===== src/wiegand_to_spi_bridge_core_assert.svh =====
// Assertion macros for the Wiegand to SPI bridge core.
`ifndef WIEGAND_TO_SPI_BRIDGE_CORE_ASSERT_SVH
`define WIEGAND_TO_SPI_BRIDGE_CORE_ASSERT_SVH

`ifndef SYNTHESIS
`define WSB_ASSERT(name, clk, rst_n, prop) \
    name: assert property (@(posedge clk) disable iff (!rst_n) prop) \
        else $error("wsb assertion failed");
`define WSB_ASSERT_NEVER(name, clk, rst_n, expr) \
    name: assert property (@(posedge clk) disable iff (!rst_n) !(expr)) \
        else $error("wsb forbidden condition seen");
`else
`define WSB_ASSERT(name, clk, rst_n, prop)
`define WSB_ASSERT_NEVER(name, clk, rst_n, expr)
`endif

`endif


===== src/wsb_pkg.sv =====
// Shared constants and types of the Wiegand to SPI bridge.
package wsb_pkg;

    localparam int FRAME_BYTES    = 4;
    localparam int SHIFT_W        = 32;
    localparam int MAX_FRAME_BITS = 32;
    localparam int FRAME_BITS_W   = 6;
    localparam int SEND_IDX_W     = $clog2(FRAME_BYTES + 1);

    localparam logic [FRAME_BITS_W-1:0] FRAME_BITS_RESET = 6'd26;
    localparam logic [7:0]              IDLE_BYTE        = 8'hFF;
    localparam logic [7:0]              LED_RESET        = 8'hF8;

    localparam logic REQ_SAMPLE   = 1'b0;
    localparam logic REQ_SPI_DONE = 1'b1;

    typedef struct packed {
        logic req_type;
        logic line_zero_level;
        logic line_one_level;
    } t_req_item;

    typedef struct packed {
        logic       spi_load_valid;
        logic [7:0] spi_load_byte;
        logic [7:0] led_pattern;
        logic       frame_pending;
    } t_res_item;

    typedef struct packed {
        logic                    pending;
        logic [FRAME_BITS_W-1:0] bit_count;
    } t_step_status;

    // Which data line must return high before another pulse is taken.
    typedef enum logic [2:0] {
        WAIT_NONE = 3'b001,
        WAIT_ZERO = 3'b010,
        WAIT_ONE  = 3'b100
    } t_wait_state;

endpackage


===== src/wsb_if.sv =====
// Channel interfaces of the Wiegand to SPI bridge.
interface wsb_req_if;
    import wsb_pkg::*;
    logic valid;
    logic ready;
    logic req_type;
    logic line_zero_level;
    logic line_one_level;
    modport source (output valid, req_type, line_zero_level, line_one_level, input ready);
    modport sink   (input valid, req_type, line_zero_level, line_one_level, output ready);
endinterface

interface wsb_res_if;
    import wsb_pkg::*;
    logic       valid;
    logic       ready;
    logic       spi_load_valid;
    logic [7:0] spi_load_byte;
    logic [7:0] led_pattern;
    logic       frame_pending;
    modport source (output valid, spi_load_valid, spi_load_byte, led_pattern, frame_pending,
                    input ready);
    modport sink   (input valid, spi_load_valid, spi_load_byte, led_pattern, frame_pending,
                    output ready);
endinterface

interface wsb_cfg_if;
    import wsb_pkg::*;
    logic                    valid;
    logic                    ready;
    logic [FRAME_BITS_W-1:0] data;
    modport source (output valid, data, input ready);
    modport sink   (input valid, data, output ready);
endinterface


===== src/wsb_in_reg.sv =====
// Input register stage that holds one accepted request.
module wsb_in_reg (
    input  logic               i_clk,
    input  logic               i_rst_n,
    input  logic               i_valid,
    output logic               o_ready,
    input  wsb_pkg::t_req_item i_item,
    output logic               o_valid,
    input  logic               i_take,
    output wsb_pkg::t_req_item o_item
);
    import wsb_pkg::*;

    logic      r_valid;
    t_req_item r_item;

    assign o_ready = !r_valid || i_take;
    assign o_valid = r_valid;
    assign o_item  = r_item;

    always_ff @(posedge i_clk) begin
        if (!i_rst_n) begin
            r_valid <= 1'b0;
        end else if (o_ready) begin
            r_valid <= i_valid;
        end
    end

    always_ff @(posedge i_clk) begin
        if (o_ready && i_valid) begin
            r_item <= i_item;
        end
    end

endmodule


===== src/wsb_step.sv =====
// Receiver and sender state with the per-request update logic.
module wsb_step (
    input  logic                                 i_clk,
    input  logic                                 i_rst_n,
    input  logic                                 i_fire,
    input  wsb_pkg::t_req_item                   i_item,
    input  logic [wsb_pkg::FRAME_BITS_W-1:0]     i_frame_bits,
    output wsb_pkg::t_res_item                   o_result,
    output wsb_pkg::t_step_status                o_status
);
    import wsb_pkg::*;

    logic [SHIFT_W-1:0]      r_shift_word, n_shift_word;
    logic [FRAME_BITS_W-1:0] r_bit_count, n_bit_count;
    logic                    r_pending, n_pending;
    t_wait_state             r_wait, n_wait;
    logic [SHIFT_W-1:0]      r_send_word, n_send_word;
    logic [SEND_IDX_W-1:0]   r_send_index, n_send_index;
    logic [7:0]              r_led, n_led;

    logic [FRAME_BITS_W-1:0] frame_len;
    logic                    released;
    logic [7:0]              load_byte;

    always_comb begin
        if (i_frame_bits == '0) begin
            frame_len = FRAME_BITS_W'(1);
        end else if (i_frame_bits > FRAME_BITS_W'(MAX_FRAME_BITS)) begin
            frame_len = FRAME_BITS_W'(MAX_FRAME_BITS);
        end else begin
            frame_len = i_frame_bits;
        end
    end

    always_comb begin
        n_shift_word = r_shift_word;
        n_bit_count  = r_bit_count;
        n_pending    = r_pending;
        n_wait       = r_wait;
        n_send_word  = r_send_word;
        n_send_index = r_send_index;
        n_led        = r_led;
        released     = 1'b0;
        load_byte    = '0;

        // Line sampling is frozen while a frame is being shifted out.
        if (i_item.req_type == REQ_SAMPLE && r_send_index == '0) begin
            unique case (r_wait)
                WAIT_NONE: released = 1'b1;
                WAIT_ZERO: released = i_item.line_zero_level;
                WAIT_ONE:  released = i_item.line_one_level;
                default:   released = 1'b1;
            endcase
            if (released) begin
                n_wait = WAIT_NONE;
                if (!i_item.line_zero_level) begin
                    n_shift_word = {r_shift_word[SHIFT_W-2:0], 1'b0};
                    n_bit_count  = r_bit_count + FRAME_BITS_W'(1);
                    n_wait       = WAIT_ZERO;
                end else if (!i_item.line_one_level) begin
                    n_shift_word = {r_shift_word[SHIFT_W-2:0], 1'b1};
                    n_bit_count  = r_bit_count + FRAME_BITS_W'(1);
                    n_wait       = WAIT_ONE;
                end
            end
        end

        if (n_bit_count >= frame_len) begin
            n_pending   = 1'b1;
            n_bit_count = '0;
            n_led       = ~n_shift_word[7:0];
        end

        if (i_item.req_type == REQ_SPI_DONE) begin
            if (r_send_index != '0 && r_send_index < SEND_IDX_W'(FRAME_BYTES)) begin
                load_byte    = r_send_word[7:0];
                n_send_word  = r_send_word >> 8;
                n_send_index = r_send_index + SEND_IDX_W'(1);
            end else if (n_pending) begin
                load_byte    = n_shift_word[7:0];
                n_send_word  = n_shift_word >> 8;
                n_shift_word = '0;
                n_pending    = 1'b0;
                n_send_index = SEND_IDX_W'(1);
            end else begin
                load_byte    = IDLE_BYTE;
                n_send_index = '0;
            end
        end

        o_result.spi_load_valid = i_item.req_type == REQ_SPI_DONE;
        o_result.spi_load_byte  = load_byte;
        o_result.led_pattern    = n_led;
        o_result.frame_pending  = n_pending;
    end

    assign o_status.pending   = r_pending;
    assign o_status.bit_count = r_bit_count;

    always_ff @(posedge i_clk) begin
        if (!i_rst_n) begin
            r_shift_word <= '0;
            r_bit_count  <= '0;
            r_pending    <= 1'b0;
            r_wait       <= WAIT_NONE;
            r_send_word  <= '0;
            r_send_index <= '0;
            r_led        <= LED_RESET;
        end else if (i_fire) begin
            r_shift_word <= n_shift_word;
            r_bit_count  <= n_bit_count;
            r_pending    <= n_pending;
            r_wait       <= n_wait;
            r_send_word  <= n_send_word;
            r_send_index <= n_send_index;
            r_led        <= n_led;
        end
    end

endmodule


===== src/wiegand_to_spi_bridge_core.sv =====
// Top level of the Wiegand to SPI bridge core.
// Each request is either a sample of the two active-low Wiegand data lines or
// the completion of an SPI byte, and each produces exactly one result carrying
// the byte to load (the next frame byte, low byte first, or 0xFF when idle),
// the LED pattern and the frame-pending flag. The block takes one request per
// clock cycle while the result side does not stall. An accepted request is held
// in the input register and its result is then written to the result register,
// with all state updated by a single level of logic between them. A frame-length
// write takes effect on the next processed request and is always accepted at
// once.
`include "wiegand_to_spi_bridge_core_assert.svh"

module wiegand_to_spi_bridge_core (
    input  logic       i_clk,
    input  logic       i_rst_n,
    wsb_req_if.sink    i_req,
    wsb_cfg_if.sink    i_cfg,
    wsb_res_if.source  o_res
);
    import wsb_pkg::*;

    t_req_item               req_item;
    t_req_item               stage_item;
    logic                    stage_valid;
    logic                    fire;
    t_res_item               step_result;
    t_step_status            st;
    logic [FRAME_BITS_W-1:0] r_frame_bits;
    logic                    r_out_valid;
    t_res_item               r_out;

    assign req_item.req_type        = i_req.req_type;
    assign req_item.line_zero_level = i_req.line_zero_level;
    assign req_item.line_one_level  = i_req.line_one_level;

    assign fire = stage_valid && (!r_out_valid || o_res.ready);

    wsb_in_reg u_in_reg (
        .i_clk   (i_clk),
        .i_rst_n (i_rst_n),
        .i_valid (i_req.valid),
        .o_ready (i_req.ready),
        .i_item  (req_item),
        .o_valid (stage_valid),
        .i_take  (fire),
        .o_item  (stage_item)
    );

    wsb_step u_step (
        .i_clk        (i_clk),
        .i_rst_n      (i_rst_n),
        .i_fire       (fire),
        .i_item       (stage_item),
        .i_frame_bits (r_frame_bits),
        .o_result     (step_result),
        .o_status     (st)
    );

    assign i_cfg.ready = 1'b1;

    always_ff @(posedge i_clk) begin
        if (!i_rst_n) begin
            r_frame_bits <= FRAME_BITS_RESET;
        end else if (i_cfg.valid) begin
            r_frame_bits <= i_cfg.data;
        end
    end

    always_ff @(posedge i_clk) begin
        if (!i_rst_n) begin
            r_out_valid <= 1'b0;
        end else if (fire) begin
            r_out_valid <= 1'b1;
        end else if (o_res.ready) begin
            r_out_valid <= 1'b0;
        end
    end

    always_ff @(posedge i_clk) begin
        if (fire) begin
            r_out <= step_result;
        end
    end

    assign o_res.valid          = r_out_valid;
    assign o_res.spi_load_valid = r_out.spi_load_valid;
    assign o_res.spi_load_byte  = r_out.spi_load_byte;
    assign o_res.led_pattern    = r_out.led_pattern;
    assign o_res.frame_pending  = r_out.frame_pending;

    // A sample result never carries a load byte.
    `WSB_ASSERT(a_no_byte_on_sample, i_clk, i_rst_n, (o_res.valid && !o_res.spi_load_valid) |-> (o_res.spi_load_byte == 8'h00))
    // The bit counter is always cleared once it reaches the longest frame.
    `WSB_ASSERT_NEVER(a_bit_count_bound, i_clk, i_rst_n, st.bit_count >= FRAME_BITS_W'(MAX_FRAME_BITS))
    // The held result reports the pending flag that the state now holds.
    `WSB_ASSERT(a_pending_matches, i_clk, i_rst_n, r_out_valid |-> (o_res.frame_pending == st.pending))
    // An accepted request is waiting in the input stage on the next cycle.
    `WSB_ASSERT(a_req_staged, i_clk, i_rst_n, (i_req.valid && i_req.ready) |=> stage_valid)

endmodule

===== src/flat_wrapper.sv =====
// flat-port wrapper written by rule: the top's interface ports become plain ports
module wiegand_to_spi_bridge_core_flat import wsb_pkg::*;
  (i_clk, i_rst_n, i_req_valid, i_req_req_type, i_req_line_zero_level, i_req_line_one_level, i_req_ready, i_cfg_valid, i_cfg_data, i_cfg_ready, o_res_valid, o_res_spi_load_valid, o_res_spi_load_byte, o_res_led_pattern, o_res_frame_pending, o_res_ready);
  wsb_req_if i_req_i ();
  wsb_cfg_if i_cfg_i ();
  wsb_res_if o_res_i ();
  input  logic i_clk;
  input  logic i_rst_n;
  input wire logic [$bits(i_req_i.valid)-1:0] i_req_valid;
  input wire logic [$bits(i_req_i.req_type)-1:0] i_req_req_type;
  input wire logic [$bits(i_req_i.line_zero_level)-1:0] i_req_line_zero_level;
  input wire logic [$bits(i_req_i.line_one_level)-1:0] i_req_line_one_level;
  output wire logic [$bits(i_req_i.ready)-1:0] i_req_ready;
  input wire logic [$bits(i_cfg_i.valid)-1:0] i_cfg_valid;
  input wire logic [$bits(i_cfg_i.data)-1:0] i_cfg_data;
  output wire logic [$bits(i_cfg_i.ready)-1:0] i_cfg_ready;
  output wire logic [$bits(o_res_i.valid)-1:0] o_res_valid;
  output wire logic [$bits(o_res_i.spi_load_valid)-1:0] o_res_spi_load_valid;
  output wire logic [$bits(o_res_i.spi_load_byte)-1:0] o_res_spi_load_byte;
  output wire logic [$bits(o_res_i.led_pattern)-1:0] o_res_led_pattern;
  output wire logic [$bits(o_res_i.frame_pending)-1:0] o_res_frame_pending;
  input wire logic [$bits(o_res_i.ready)-1:0] o_res_ready;
  assign i_req_i.valid = i_req_valid;
  assign i_req_i.req_type = i_req_req_type;
  assign i_req_i.line_zero_level = i_req_line_zero_level;
  assign i_req_i.line_one_level = i_req_line_one_level;
  assign i_req_ready = i_req_i.ready;
  assign i_cfg_i.valid = i_cfg_valid;
  assign i_cfg_i.data = i_cfg_data;
  assign i_cfg_ready = i_cfg_i.ready;
  assign o_res_valid = o_res_i.valid;
  assign o_res_spi_load_valid = o_res_i.spi_load_valid;
  assign o_res_spi_load_byte = o_res_i.spi_load_byte;
  assign o_res_led_pattern = o_res_i.led_pattern;
  assign o_res_frame_pending = o_res_i.frame_pending;
  assign o_res_i.ready = o_res_ready;
  wiegand_to_spi_bridge_core u_core (.i_clk(i_clk), .i_rst_n(i_rst_n), .i_req(i_req_i), .i_cfg(i_cfg_i), .o_res(o_res_i));
endmodule

===== config.mk =====
export PLATFORM = sky130hd
export DESIGN_NAME = wiegand_to_spi_bridge_core_flat
export DESIGN_NICKNAME = d
export VERILOG_FILES = /design/src/wsb_pkg.sv /design/src/wsb_if.sv /design/src/wsb_in_reg.sv /design/src/wsb_step.sv /design/src/wiegand_to_spi_bridge_core.sv /design/src/flat_wrapper.sv
export VERILOG_INCLUDE_DIRS = /design/src /design/src/src
export SDC_FILE = /design/constraint.sdc
export NUM_CORES = 1
export LEC_CHECK = 0
export BUFFER_PORTS_ARGS = -buffer_cell sky130_fd_sc_hd__buf_2
export CORE_MARGIN = 4
export CORE_UTILIZATION = 30
export CTS_BUF_LIST = sky130_fd_sc_hd__clkbuf_4 sky130_fd_sc_hd__clkbuf_8
export DETAILED_ROUTE_END_ITERATION = 6
export SLEW_MARGIN = 20
export SYNTH_ARGS = -nofsm -noshare
export SYNTH_HDL_FRONTEND = slang
export SYNTH_HIERARCHICAL = 1
export SYNTH_SLANG_ARGS = --single-unit

===== constraint.sdc =====
create_clock -name i_clk -period 8.85 [get_ports i_clk]
set_input_delay 0.885 -clock i_clk [delete_from_list [all_inputs] [get_ports i_clk]]
set_output_delay 0.885 -clock i_clk [all_outputs]
set_load 0.02 [all_outputs]

# Word level (Yosys, flattened, before mapping)
# Cells that the tools add are included.
# totals
register_bits	114
latchBits	0
ramBits	0
rom_bits	0
in_bits	14
output_inout_bits	21
word_cells	72
n_memories	0
# op_classes
n_addsub	2
mul	0
div_mod_pow	0
n_lt_le_gt_ge	3
eq_ne	2
shift	0
muxes	30
bitwise	2
n_reduce_logical	16
# op_table
cell	count
two-way mux 32 bit	9
two-way mux 6 bit	7
two-way mux 8 bit	3
two-way mux 3 bit	3
NOT 8 bit	1
two-way mux 1 bit	7
adder 6 x 1 -> 6 bit, second input constant	1
greater-or-equal comparator 6 bit	1
> comparator 6 bit, second input constant	1
logical NOT 6 bit	1
AND reduction 3 bit	2
logical AND 1 bit	4
nonzero test 2 bit	2
adder 3 x 1 -> 3 bit, second input constant	1
== test 3 x 2 -> 1 bit, second input constant	1
== test 3 bit, second input constant	1
logical NOT 3 bit	1
less-than comparator 3 bit, second input constant	1
nonzero test 3 bit	1
logical NOT 1 bit	2
logical OR 1 bit	2
one-hot mux 1 bit (2 select lines)	1
AND reduction 2 bit	1
NOT 1 bit	1

# Logic depth before layout (Yosys ltp)
# depth
depth_word	10
ltp_mapped	15
ltp_nobuf	12

# Hierarchy
# Netlist, hierarchy kept.
# by_module_without_submodules
mod	instances	cells_per_inst	area_each_um2	seq_area_each_um2
wsb_step	1	483	4006.3	1541.5
wiegand_to_spi_bridge_core	1	43	813.3	680.7
wsb_in_reg	1	8	147.6	110.1

# Worst setup path after synthesis
# OpenSTA, ideal clock, no wires.
# synth_path
path_kind	reg-to-reg
start	reg u_core.u_in_reg.r_item, in the netlist u_core/u_in_reg/o_item[1]
end	reg u_core.u_step.r_send_word[0]
setup_ps	60
t_arrival_ps	3169
required_ps	8790
path_slack_ps	5621
path_stages_with_launch	13
path_buffers	2
period_less_slack_ps	3229
cell_sequence	edfxtp_1 -> or4b_4 -> and4_4 -> buf_6 -> and4_4 -> xor2_1 -> ha_1 -> a21o_1 -> a21oi_1 -> a21bo_2 -> o41ai_4 -> buf_6 -> a22o_1
# synth_between
elab_chain_len	8
word_cells_on_any_way	14
cone_classes	1 x order compare; 11 x mux; 2 x reduce/logical
# synth_rtl
item	line_no	rtl
start: declaration	wsb_in_reg.sv:15	t_req_item r_item;
start signal: assignment	wsb_in_reg.sv:31	r_item <= i_item;
one-hot mux 1 bit (2 select lines)	wsb_step.sv:48	unique case (r_wait)
two-way mux 1 bit	wsb_step.sv:47	if (i_item.req_type == REQ_SAMPLE && r_send_index == '0) begin
two-way mux 6 bit	wsb_step.sv:54	if (released) begin
two-way mux 6 bit	wsb_step.sv:47	
greater-or-equal comparator 6 bit	wsb_step.sv:68	if (n_bit_count >= frame_len) begin
two-way mux 1 bit	wsb_step.sv:68	
nonzero test 2 bit (no line)	--	
AND reduction 3 bit (no line)	--	
end signal: assignment	wsb_step.sv:114	r_send_word <= n_send_word;
end: declaration	wsb_step.sv:17	logic [SHIFT_W-1:0] r_send_word, n_send_word;
# Parallel ways exist; a longest one is shown, timed or not. The select of a mux whose other input is x is not followed.
# A chain may end at the register's enable or synchronous reset.

# Worst setup path after layout
# layout_path
start	reg u_core.u_in_reg.r_item, in the netlist u_core/u_in_reg/o_item[2]
end	reg u_core.u_step.r_send_word[18]
# layout_between
elab_chain_len	7
word_cells_on_any_way	10
cone_classes	1 x order compare; 5 x mux; 1 x bitwise; 3 x reduce/logical
# layout_rtl
item	line_no
NOT 1 bit	wsb_step.sv:47
logical AND 1 bit	wsb_step.sv:47
two-way mux 6 bit	wsb_step.sv:47
greater-or-equal comparator 6 bit	wsb_step.sv:68
two-way mux 1 bit	wsb_step.sv:68
nonzero test 2 bit (no line)	--
AND reduction 3 bit (no line)	--
# Parallel ways exist; a longest one is shown, timed or not. The select of a mux whose other input is x is not followed.

==> metrics <==
Ports 35; final setup TNS 0 ns; met3 usage 2.57%; Max Clock Skew 0.0109 ns; reg2reg end u_core/u_step/r_send_word[18]$_SDFFE_PN0P_; chip width 137 microns; final core utilization 33.6%; met1 Usage GRT 16.0%; switching fraction of total power 25.2%; Clock Path Buffers 2; DRT iter0 DRCs 251; HPWL after DPL 7410 microns; Post-DP Area 0.00520 sq mm; register area 0.00233 sq mm; WL/cell 14.7 microns; Clock Latency Late Sink 0.37 ns; Multi-input gate area 0.00236 sq mm; Synth Warn # 6; Tot Pwr 0.887 mW; fmax 249 MHz; fin crit share 45.3%; number of routed nets with antenna violations 0; Post-route DRC 0; total grt overflow 0; count of hold-fix buffers inserted at cts 0; Max VDD drop 0.0713 mV; P per Cell Area 164 mW/mm^2; Setup Crit Path Kind register to register; net count after synthesis 556; Least-Margin Pin Slew 1.05 ns; crit path capture u_core/u_step/r_send_word[18]$_SDFFE_PN0P_; CTS buffer count 9; crit path from u_core/u_in_reg/o_item[2]$_DFFE_PP_; Rows 46; Vias/cell 5.16; Post-CTS Resized 0; final instance area 0.00539 sq mm; busiest grt layer met2; WL final 11100 microns; NetSw 0.224 mW; area grow syn2layout 8.75%; Worst Path Required 9.15 ns; Avg Cell Area, Syn 9.31 sq um; Power Internal 0.663 mW; Syn Std Cell Area 0.00496 sq mm; Port Buffers 33; first-pass GRT wire length 18500 microns; clock root buffer clkbuf_8; layout cell share with drive strength beyond 1 14.2%; largest net degree at the start of global routing 62; Max Cap Viol 0; routability cong. 0.782; relative slew slack 29.9%; vias in the first global route 3636; # H-tree levels 3; Clk pin slew, worst setup/hold paths 0.09 ns; CTS tree done; clock sink count 106; combinational fraction of design power 9.4%; initial antenna violation count 0; GRT Total Usage 12.3%; ant diodes 0; Clk pwr share 33.4%; final hold violations 0; setup repair after global routing missed its margin no; Initial Util 30.9%; DR vias 3915; die height 137 microns; Post-Synthesis Cells 533; total die area 0.0187 sq mm; Sequential Power Share 57.3%; Reg2Reg Setup Slack 4.84 ns; HP Class register to register; Static Leak 1.96 nW; CP arrival 4.31 ns; Worst Setup End Kind register; met2 Resource Use GR 20.4%; drt first pass iters 5; Worst setup SP type register; endpoints failing setup 0; min cycle time layout 4.01 ns; RR Startpoint u_core/u_in_reg/o_item[2]$_DFFE_PP_; run status completed; FF-to-FF path depth 11; fin nets 560; crit path max fanout 23; # fillers 1633; max-slew violations 0; setup bufs post-CTS 0; core area 0.0161 sq mm
[worst min path at each step]
stage,endpoint,from,cells after the start
floorplan,u_core/u_step/r_send_word[16]$_SDFFE_PN0P_,u_core/u_step/r_send_word[16]$_SDFFE_PN0P_,1
global placement,u_core/u_step/r_send_word[23]$_SDFFE_PN0P_,u_core/u_step/r_send_word[23]$_SDFFE_PN0P_,1
detailed placement,u_core/u_step/r_send_word[22]$_SDFFE_PN0P_,u_core/u_step/r_send_word[22]$_SDFFE_PN0P_,1
CTS,u_core/u_step/r_send_word[22]$_SDFFE_PN0P_,u_core/u_step/r_send_word[22]$_SDFFE_PN0P_,1
global route,u_core/u_step/r_send_word[21]$_SDFFE_PN0P_,u_core/u_step/r_send_word[21]$_SDFFE_PN0P_,1
finish,u_core/u_step/r_send_word[22]$_SDFFE_PN0P_,u_core/u_step/r_send_word[22]$_SDFFE_PN0P_,1
[stage by stage]
stage	hold WS (ns)	setup slack [ns]	std cells
2_1_floorplan	0.433	5.62	533
3_3_place_gp	0.446	4.76	741
3_5_place_dp	0.447	4.87	742
4_1_cts	0.473	4.84	758
5_1_grt	0.485	4.53	758
6_report	0.470	4.84	758
[critical path, cell delays in order (launching register included)]
cell and delay [ns]:
edfxtp_1 0.56, nor2b_1 0.34, and4_4 0.47, and4_4 0.29
xor2_1 0.16, ha_1 0.26, a21o_1 0.18, a21oi_1 0.16
a21bo_2 0.40, o41ai_4 0.73, buf_6 0.24, o2bb2ai_1 0.13
[sequential cells by signal, summed over array words and instances, names as in the netlist]
signal,count
u_core/o_res.frame_pending,1
u_core/o_res.led_pattern,8
u_core/o_res.spi_load_byte,8
u_core/o_res.spi_load_valid,1
u_core/o_res.valid,1
u_core/r_frame_bits,6
u_core/u_in_reg/o_item,3
u_core/u_in_reg/o_valid,1
u_core/u_step/r_bit_count,6
u_core/u_step/r_led,8
u_core/u_step/r_pending,1
u_core/u_step/r_send_index,3
u_core/u_step/r_send_word,24
u_core/u_step/r_shift_word,32
u_core/u_step/r_wait,3
[power by group through the flow]
| stage | registers [mW] | logic (mW) | clock network (mW) |
|---|---|---|---|
| floorplan | 0.524 | 0.0607 | 0 |
| global placement | 0.519 | 0.0803 | 0 |
| detailed placement | 0.519 | 0.0836 | 0 |
| CTS | 0.508 | 0.0838 | 0.306 |
| global route | 0.510 | 0.0915 | 0.326 |
| finish | 0.508 | 0.0831 | 0.296 |
[cell usage in the layout (no fill, tap or decap), types with 2 or more instances in the layout]
master / n
buf_2: 33
or4b_4: 2
dfxtp_1: 85
and3_1: 4
a21oi_1: 73
nor3_1: 2
edfxtp_1: 21
ha_1: 9
and4_4: 2
xnor2_1: 4
inv_1: 6
mux2i_1: 22
o2bb2ai_1: 8
a211oi_1: 3
nand3_1: 22
nor2_1: 28
or2_2: 2
o22ai_1: 2
clkbuf_8: 9
a22o_1: 16
a22oi_1: 3
clkinv_2: 2
or3_1: 2
clkinvlp_4: 2
buf_4: 5
clkbuf_4: 2
o21ai_0: 17
a311oi_1: 25
nor2b_1: 7
a21oi_2: 2
o31ai_1: 9
nand2_1: 81
[metal layers]
metal	wire [microns]	up-vias
li1	-	1963
met1	5100	1828
met2	5320	111
met3	530	13
met4	161	0
met5	0	-
[area by class of cell]
cell class	count	share of cell area, %
Multi-Input combinational cell	375	43.8
Sequential cell	106	43.2
Tap cell	216	5.01
Timing Repair Buffer	39	3.97
Clock buffer	11	2.57
Clock inverter	5	1.02
Inverter	6	0.418
No activity file was read; power rests on OpenSTA's default activity.
